[src/rar_pkg.sv]
// Package for the rational arithmetic reducer: payload structs, codes, widths.
// No dependencies.
package rar_pkg;

    localparam int OPERAND_WIDTH = 16;
    localparam int PROD_WIDTH    = 2 * OPERAND_WIDTH;
    localparam int MAG_WIDTH     = PROD_WIDTH + 1;
    localparam int CNT_WIDTH     = $clog2(MAG_WIDTH + 1);

    localparam logic [1:0] ACT_ADD = 2'd0;
    localparam logic [1:0] ACT_SUB = 2'd1;
    localparam logic [1:0] ACT_MUL = 2'd2;
    localparam logic [1:0] ACT_DIV = 2'd3;

    localparam logic [1:0] ST_OK      = 2'd0;
    localparam logic [1:0] ST_DIVZERO = 2'd1;
    localparam logic [1:0] ST_ZERODEN = 2'd2;

    typedef struct packed {
        logic [1:0]                      action;
        logic signed [OPERAND_WIDTH-1:0] first_num;
        logic signed [OPERAND_WIDTH-1:0] first_den;
        logic signed [OPERAND_WIDTH-1:0] second_num;
        logic signed [OPERAND_WIDTH-1:0] second_den;
    } t_req;

    typedef struct packed {
        logic signed [31:0] result_num;
        logic signed [31:0] result_den;
        logic [1:0]         status;
    } t_rsp;

endpackage

[src/rational_arith_reduce.sv]
// Top level of the rational arithmetic reducer: sequencer, shared multiplier,
// adder and the shared divider (rar_divu). Depends on rar_pkg and rar_divu.
//
//  channel | signals                 | direction
//  request | i_valid, o_ready, i_req | in
//  result  | o_valid, i_ready, o_rsp | out
//
// A request passes through the products and the numerator add, the Euclid
// steps of the gcd (start, divider run, remainder load), one last gcd check,
// the two divisions by the gcd and the output load before o_valid. Operand
// faults go straight to the output load. Reset clears the sequencer; o_ready
// is high only in idle, and a result that is not yet taken holds in its output
// register while the next request is worked on.
module rational_arith_reduce (
    input  logic            i_clk,
    input  logic            i_rst_n,
    input  logic            i_valid,
    output logic            o_ready,
    input  rar_pkg::t_req   i_req,
    output logic            o_valid,
    input  logic            i_ready,
    output rar_pkg::t_rsp   o_rsp
);
    localparam int OW = rar_pkg::OPERAND_WIDTH;
    localparam int MW = rar_pkg::MAG_WIDTH;
    localparam int PW = rar_pkg::PROD_WIDTH;

    typedef enum logic [10:0] {
        S_IDLE = 11'b00000000001,
        S_MUL0 = 11'b00000000010,
        S_MUL1 = 11'b00000000100,
        S_ADD  = 11'b00000001000,
        S_GCD  = 11'b00000010000,
        S_GWT  = 11'b00000100000,
        S_DN   = 11'b00001000000,
        S_DNW  = 11'b00010000000,
        S_DD   = 11'b00100000000,
        S_DDW  = 11'b01000000000,
        S_OUT  = 11'b10000000000
    } t_state;

    t_state r_state;
    rar_pkg::t_req r_req;
    logic [MW-1:0] r_p0, r_p1, r_m, r_ga, r_gb, r_nq;
    logic r_s0, r_s1, r_sm;
    logic r_valid;
    rar_pkg::t_rsp r_rsp;

    // signed operand magnitudes
    function automatic logic [OW-1:0] mag(input logic [OW-1:0] v);
        return v[OW-1] ? (~v + 1'b1) : v;
    endfunction

    logic [OW-1:0] ma, mb, mc, md, mx, my;
    logic [PW-1:0] prod;
    logic          sa, sb, sc, sd;
    assign ma = mag(r_req.first_num);  assign sa = r_req.first_num[OW-1];
    assign mb = mag(r_req.first_den);  assign sb = r_req.first_den[OW-1];
    assign mc = mag(r_req.second_num); assign sc = r_req.second_num[OW-1];
    assign md = mag(r_req.second_den); assign sd = r_req.second_den[OW-1];

    // shared multiplier: MUL0 forms numerator term 0, MUL1 term 1, ADD the denominator
    always_comb begin
        unique case (r_state)
            S_MUL0:  begin mx = ma; my = (r_req.action == rar_pkg::ACT_MUL) ? mc : md; end
            S_MUL1:  begin mx = mb; my = mc; end
            default: begin mx = mb; my = (r_req.action == rar_pkg::ACT_DIV) ? mc : md; end
        endcase
    end
    assign prod = mx * my;

    // shared divider
    logic          d_start, d_busy;
    logic [MW-1:0] d_a, d_b, d_q, d_r;
    rar_divu u_div (
        .i_clk(i_clk), .i_rst_n(i_rst_n), .i_start(d_start),
        .i_dividend(d_a), .i_divisor(d_b),
        .o_busy(d_busy), .o_quot(d_q), .o_rem(d_r)
    );

    // signed add or subtract of the two numerator terms; MUL and DIV pass term 0
    logic          s1x, num_s;
    logic [MW-1:0] num_m;
    always_comb begin
        s1x = r_s1 ^ (r_req.action == rar_pkg::ACT_SUB);
        if (r_req.action == rar_pkg::ACT_MUL || r_req.action == rar_pkg::ACT_DIV) begin
            num_s = r_s0; num_m = r_p0;
        end else if (r_s0 == s1x) begin
            num_s = r_s0; num_m = r_p0 + r_p1;
        end else if (r_p0 >= r_p1) begin
            num_s = r_s0; num_m = r_p0 - r_p1;
        end else begin
            num_s = s1x;  num_m = r_p1 - r_p0;
        end
    end

    logic n_div_start_gcd;
    assign n_div_start_gcd = (r_state == S_GCD) && (r_gb != '0);

    // divider operands: Euclid step, then numerator and denominator by the gcd
    always_comb begin
        d_start = 1'b0; d_a = r_ga; d_b = r_gb;
        unique case (r_state)
            S_GCD:   d_start = n_div_start_gcd;
            S_DN:    begin d_start = 1'b1; d_a = r_p0; d_b = r_ga; end
            S_DD:    begin d_start = 1'b1; d_a = r_m; d_b = r_ga; end
            default: d_start = 1'b0;
        endcase
    end

    // helper: wrap signed magnitude to 32 bits
    function automatic logic [31:0] wrap(input logic s, input logic [MW-1:0] m);
        return s ? (32'(~m) + 32'd1) : m[31:0];
    endfunction

    assign o_ready = (r_state == S_IDLE);

    always_ff @(posedge i_clk) begin
        if (!i_rst_n) begin
            r_state <= S_IDLE;
            r_valid <= 1'b0;
        end else begin
            if (r_valid && i_ready) r_valid <= 1'b0;
            unique case (r_state)
                S_IDLE: if (i_valid && o_ready) begin
                    r_req <= i_req;
                    // operand faults skip the arithmetic
                    if (i_req.first_den == '0 || i_req.second_den == '0) begin
                        r_state <= S_OUT;
                    end else if (i_req.action == rar_pkg::ACT_DIV
                                 && i_req.second_num == '0) begin
                        r_state <= S_OUT;
                    end else begin
                        r_state <= S_MUL0;
                    end
                end
                S_MUL0: begin
                    r_p0 <= MW'(prod);
                    r_s0 <= sa ^ ((r_req.action == rar_pkg::ACT_MUL) ? sc : sd);
                    r_state <= S_MUL1;
                end
                S_MUL1: begin
                    r_p1 <= MW'(prod); r_s1 <= sb ^ sc;
                    r_state <= S_ADD;
                end
                S_ADD: begin
                    r_m  <= MW'(prod);
                    r_sm <= sb ^ ((r_req.action == rar_pkg::ACT_DIV) ? sc : sd);
                    r_p0 <= num_m; r_s0 <= num_s;
                    r_ga <= num_m; r_gb <= MW'(prod);
                    r_state <= S_GCD;
                end
                // Euclid: ga,gb <- gb, ga mod gb
                S_GCD: begin
                    if (r_gb == '0) begin
                        r_state <= S_DN;
                    end else begin
                        r_state <= S_GWT;
                    end
                end
                S_GWT: if (!d_busy) begin
                    r_ga <= r_gb; r_gb <= d_r;
                    r_state <= S_GCD;
                end
                // numerator / gcd
                S_DN: r_state <= S_DNW;
                S_DNW: if (!d_busy) begin
                    r_nq <= d_q;
                    r_state <= S_DD;
                end
                // denominator / gcd
                S_DD: r_state <= S_DDW;
                S_DDW: if (!d_busy) begin
                    r_m <= d_q;
                    r_state <= S_OUT;
                end
                // load the output once the previous result is taken
                S_OUT: if (!r_valid) begin
                    r_valid <= 1'b1;
                    priority if (r_req.first_den == '0 || r_req.second_den == '0)
                        r_rsp <= '{32'sd0, 32'sd1, rar_pkg::ST_ZERODEN};
                    else if (r_req.action == rar_pkg::ACT_DIV && r_req.second_num == '0)
                        r_rsp <= '{32'sd0, 32'sd1, rar_pkg::ST_DIVZERO};
                    else
                        r_rsp <= '{wrap(r_s0, r_nq), wrap(r_sm, r_m), rar_pkg::ST_OK};
                    r_state <= S_IDLE;
                end
                default: r_state <= S_IDLE;
            endcase
        end
    end

    assign o_valid = r_valid;
    assign o_rsp   = r_rsp;
endmodule

[src/rar_divu.sv]
// Restoring divider, one quotient bit a cycle, over MAG_WIDTH-bit magnitudes.
// Depends on rar_pkg.
module rar_divu (
    input  logic                          i_clk,
    input  logic                          i_rst_n,
    input  logic                          i_start,
    input  logic [rar_pkg::MAG_WIDTH-1:0] i_dividend,
    input  logic [rar_pkg::MAG_WIDTH-1:0] i_divisor,
    output logic                          o_busy,
    output logic [rar_pkg::MAG_WIDTH-1:0] o_quot,
    output logic [rar_pkg::MAG_WIDTH-1:0] o_rem
);
    localparam int W = rar_pkg::MAG_WIDTH;

    logic [W-1:0] r_q, r_rem, r_div;
    logic [rar_pkg::CNT_WIDTH-1:0] r_cnt;
    logic r_busy;
    logic [W:0] trial;

    // shift in next dividend bit and try subtracting
    assign trial = {r_rem, r_q[W-1]} - {1'b0, r_div};

    always_ff @(posedge i_clk) begin
        if (!i_rst_n) begin
            r_busy <= 1'b0;
            r_cnt  <= '0;
        end else if (i_start) begin
            r_busy <= 1'b1;
            r_cnt  <= rar_pkg::CNT_WIDTH'(W);
            r_q    <= i_dividend;
            r_rem  <= '0;
            r_div  <= i_divisor;
        end else if (r_busy) begin
            if (!trial[W]) begin
                r_rem <= trial[W-1:0];
                r_q   <= {r_q[W-2:0], 1'b1};
            end else begin
                r_rem <= {r_rem[W-2:0], r_q[W-1]};
                r_q   <= {r_q[W-2:0], 1'b0};
            end
            r_cnt <= r_cnt - 1'b1;
            if (r_cnt == rar_pkg::CNT_WIDTH'(1)) r_busy <= 1'b0;
        end
    end

    assign o_busy = r_busy;
    assign o_quot = r_q;
    assign o_rem  = r_rem;
endmodule

[config.mk]
export PLATFORM = sky130hd
export DESIGN_NAME = rational_arith_reduce
export DESIGN_NICKNAME = d
export VERILOG_FILES = /design/src/rar_pkg.sv /design/src/rational_arith_reduce.sv /design/src/rar_divu.sv
export SDC_FILE = /design/constraint.sdc
export NUM_CORES = 2
export LEC_CHECK = 0
export BUFFER_PORTS_ARGS = -buffer_cell sky130_fd_sc_hd__buf_2
export CAP_MARGIN = 10
export CORE_AREA = 10 10 282 284
export CTS_CLUSTER_DIAMETER = 100
export CTS_CLUSTER_SIZE = 12
export DETAILED_ROUTE_END_ITERATION = 8
export DIE_AREA = 0 0 292 294
export HOLD_SLACK_MARGIN = 0.12
export PLACE_DENSITY_LB_ADDON = 0.3
export SLEW_MARGIN = 20
export SYNTH_ARGS = -nofsm -noshare
export SYNTH_HDL_FRONTEND = slang
export SYNTH_HIERARCHICAL = 1
export SYNTH_SLANG_ARGS = --single-unit
[constraint.sdc]
create_clock -name i_clk -period 9.3 [get_ports i_clk]
set_clock_uncertainty 0.2 [all_clocks]
set_input_delay 1.395 -clock i_clk [delete_from_list [all_inputs] [get_ports i_clk]]
set_output_delay 1.395 -clock i_clk [all_outputs]
set_load 0.02 [all_outputs]
==> results.md <==
CTS:
- The root buffer cell is sky130_fd_sc_hd__clkbuf_16.
- The clock insertion delay at the later pin of the skew report is 0.61 ns.
- In this run the post-CTS setup repair buffer count came out at 0.
- The total of hold buffers inserted after clock tree synthesis is 0.
- Counting every sink on the clock net gives about 450.
- After clock tree synthesis, the clock-pin slew on the worst setup and hold paths is approximately 0.060 ns.
- The number of gates resized after CTS was 0.
- The depth of the CTS H-tree is 2.
- The clock passes through at most 3 buffers.
- The number of clock buffers inserted by TritonCTS is 45.
- TritonCTS built the clock tree.

Place:
- The number of buffer cells added on primary ports is between 100 and 150.
- Routability-driven placement finished with a final weighted congestion of between 0.9 and 1.
- Detailed placement ended at an HPWL of approximately 86000 um.

Critical path:
- The type of the setup path with the least slack is register to register.
- The highest-delay cell along the critical path is sky130_fd_sc_hd__fa_1.
- The number of buffers and inverters on the critical path is 3.
- Of all nets on the critical path, the largest fanout is 6.
- STA classifies the critical path endpoint as a register.
- In this design, the stage delay of the slowest critical-path cell is just under 0.6 ns.
- STA classifies the critical path startpoint as a register.
- The data required time at the worst endpoint is approximately 9.5 ns.
- The cell that appears most often on the critical path is sky130_fd_sc_hd__fa_1.
- At the worst endpoint, the arrival time is 9.01 ns.
- The category of cells accounting for the largest share of critical-path delay is adder cells.

Floorplan:
- The die outline area is 0.0858 mm2.
- The core box area is approximately 0.074 mm2.
- Once the floorplan was initialized, standard cells occupied between 40% and 50% of the core.
- The floorplan row count is 100.
- The die is between 200 and 300 um wide.
- The floorplan step set the die height to 294 um.
- For this design the top-level I/O count stands at about 140.

Global routing:
- The first-pass GRT wire length is about 170000 um.
- The fraction of met3 tracks used by global routing is under 10%.
- The layer flagged by global routing as most heavily used is met2.
- The overall fraction of global-route tracks in use is 25.5%.
- In the global route stage, met1 resource usage came out at 31.2%.
- The via count of the first global-routing pass is between 20000 and 30000.
- For met2 alone, demand over resource in global routing was between 40% and 50%.
- The number of antenna violations at the first check in global routing is 7.
- For this run the aggregate overflow at the end of global routing stands at 0.
- Entering global routing, the biggest net connects 75 pins.

Routing:
- The pre-antenna-repair detailed-routing pass consisted of 6 iterations.
- The routed length per instance is ~23 um.
- The count of vias placed by the detailed router is 29000.
- The number of vias per cell is around 5.9.
- For this block, the initial DRC count from the detailed router was 2372.
- The routed design has approximately 110000 um of wire.
- The count of nets left with antenna violations after detail routing is 0.
- After detailed routing, the number of remaining DRC violations is 0.

Synth:
- Yosys mapped a number of flops with a built-in enable equal to 430.
- The count of distinct cell types in the synthesized netlist is between 90 and 100.
- The post-synthesis instance area is roughly 0.037 mm2.
- The post-synthesis async set-or-reset flop share is 0%.
- The Yosys step of the flow raised 6 warnings.
- The cell count after synthesis is around 3800.
- The net count after synthesis is about 4300.
- The synthesized flop and latch total is 449.
- In the synthesized netlist the dominant register cell turns out to be sky130_fd_sc_hd__edfxtp_1.
- The synthesized area per cell is ~9.6 um2.
- The sequential-to-total area share from yosys stat is between 30% and 40%.

STA:
- The setup TNS is 0 ns.
- The portion of the clock cycle consumed by the worst path in the final layout is a little over nine tenths.
- The max-slew violation count is 0.
- At the pin with the least slew margin, the transition time is between 1 and 1.5 ns.
- In this run the tightest slew margin relative to its limit is between 20% and 30%.
- The smallest clock period supported by the final layout is computed as around 8.8 ns.
- The achievable clock frequency is 114 MHz.
- Setup repair after global routing left no endpoint under its margin.
- The number of failing hold endpoints at the final stage is 0.
- Setup violations remaining at the end of the flow were counted as 0.

Cells and area:
- The post-synthesis to final-layout area growth is 8.71%.
- The footprint of the multi-input gates is 0.0213 mm2.
- The net count of the finished layout is roughly 4400.
- The repair_antennas step left the layout with diodes totalling 0.
- The register area is 0.0133 mm2.
- Fill cells in the final layout number 6595.
- The share of layout cells above drive strength 1 is between 10% and 20%.

Run status:
- The flow ran to the end, and the final reports show no timing, DRC or antenna violations.

Flow run:
- Across the run, the number of max-cap violations was 0.

Worst hold path:
- The worst hold path belongs to the class register to register.
layout by cell type, fill, tap and decap left out, drive strengths merged, types with 18 or more instances in the layout:
cell type,count
xor2,107
a21o,54
and3,19
o21ai,204
o41ai,18
inv,418
a22oi,33
or4,19
clkbuf,63
edfxtp,430
mux2,94
nor2b,29
o31ai,61
nand4,25
nand2b,37
nor4,42
dfxtp,19
o21bai,35
buf,208
ha,241
mux2i,67
or3,20
nand2,476
o211ai,18
and2,62
fa,198
nor2,317
nand3,45
a21oi,224
xnor2,101
nor3,44
a211oi,25
sequential cells by signal (all words and copies together) (netlist names), 6 cells and up:
name,cells
r_req,66
o_rsp,66
r_m,33
r_p0,33
u_div/r_div,33
u_div/o_quot,33
u_div/o_rem,33
r_ga,33
r_gb,33
u_div/r_cnt,6
r_state,11
r_p1,32
r_nq,32
per-layer routing:
layer | up-vias | wire (um)
met5 | - | 44
met4 | 6 | 5340
met3 | 272 | 8530
met2 | 1210 | 53500
met1 | 14000 | 43900
li1 | 13400 | -
cells in the mapped netlist (88+ instances only):
master / number / share of area [%]
sky130_fd_sc_hd__fa_1: 198 / 11
sky130_fd_sc_hd__xnor2_1: 101 / 2.4
sky130_fd_sc_hd__nor2_1: 316 / 3.2
sky130_fd_sc_hd__inv_1: 413 / 4.2
sky130_fd_sc_hd__nand2_1: 473 / 4.8
sky130_fd_sc_hd__mux2_2: 88 / 2.7
sky130_fd_sc_hd__xor2_1: 107 / 2.6
sky130_fd_sc_hd__ha_1: 241 / 8.2
sky130_fd_sc_hd__edfxtp_1: 430 / 35
sky130_fd_sc_hd__clkbuf_1: 130 / 1.3
sky130_fd_sc_hd__o21ai_0: 181 / 2.5
sky130_fd_sc_hd__a21oi_1: 220 / 3.0
kinds of logic after synthesis:
| group | Yosys count | synth area share [%] |
|---|---|---|
| AO/OA/AOI/OAI | 797 | 14.0 |
| XOR/XNOR | 208 | 4.97 |
| adder cells (fa/ha/maj) | 439 | 19.0 |
| buffers and inverters | 579 | 6.09 |
| flip-flops | 449 | 36.3 |
| multiplexers | 161 | 4.72 |
| AND/OR/NAND/NOR | 1181 | 14.9 |
per-stage QoR:
step,hold slack [ns],setup WS (ns),cells,cell area (um2),util [%]
after floorplan,0.240,1.04,3814,36600,-
after global placement,0.277,0.436,4827,38500,52.1
after detailed placement,0.276,0.261,4827,38500,52.1
after CTS,0.281,0.252,4897,39800,53.8
after global routing,0.303,0.00406,4897,39800,53.9
final,0.283,0.532,4897,39800,53.9
cell type report:
type                            instances  area share [%]
Inverter                              415            3.91
Timing Repair Buffer                  208            3.06
Tap cell                              969            3.04
Clock inverter                          7           0.195
Multi-Input combinational cell       2786            53.4
Clock buffer                           63            3.05
Sequential cell                       449            33.4
path summary, 6_finish.rpt:
path	from	endpoint	slack (ns)	cells after the start
setup / recovery	r_req[38]	r_p0[31]	0.53	29
hold / removal	u_div/o_quot[20]	r_nq[20]	0.28	0
setup reg to reg	r_req[38]	r_p0[31]	0.53	29
hold reg to reg	u_div/o_quot[20]	r_nq[20]	0.28	0
Power is not shown: default switching activity piles up to over one toggle a cycle in this logic, so the estimate is an artifact.
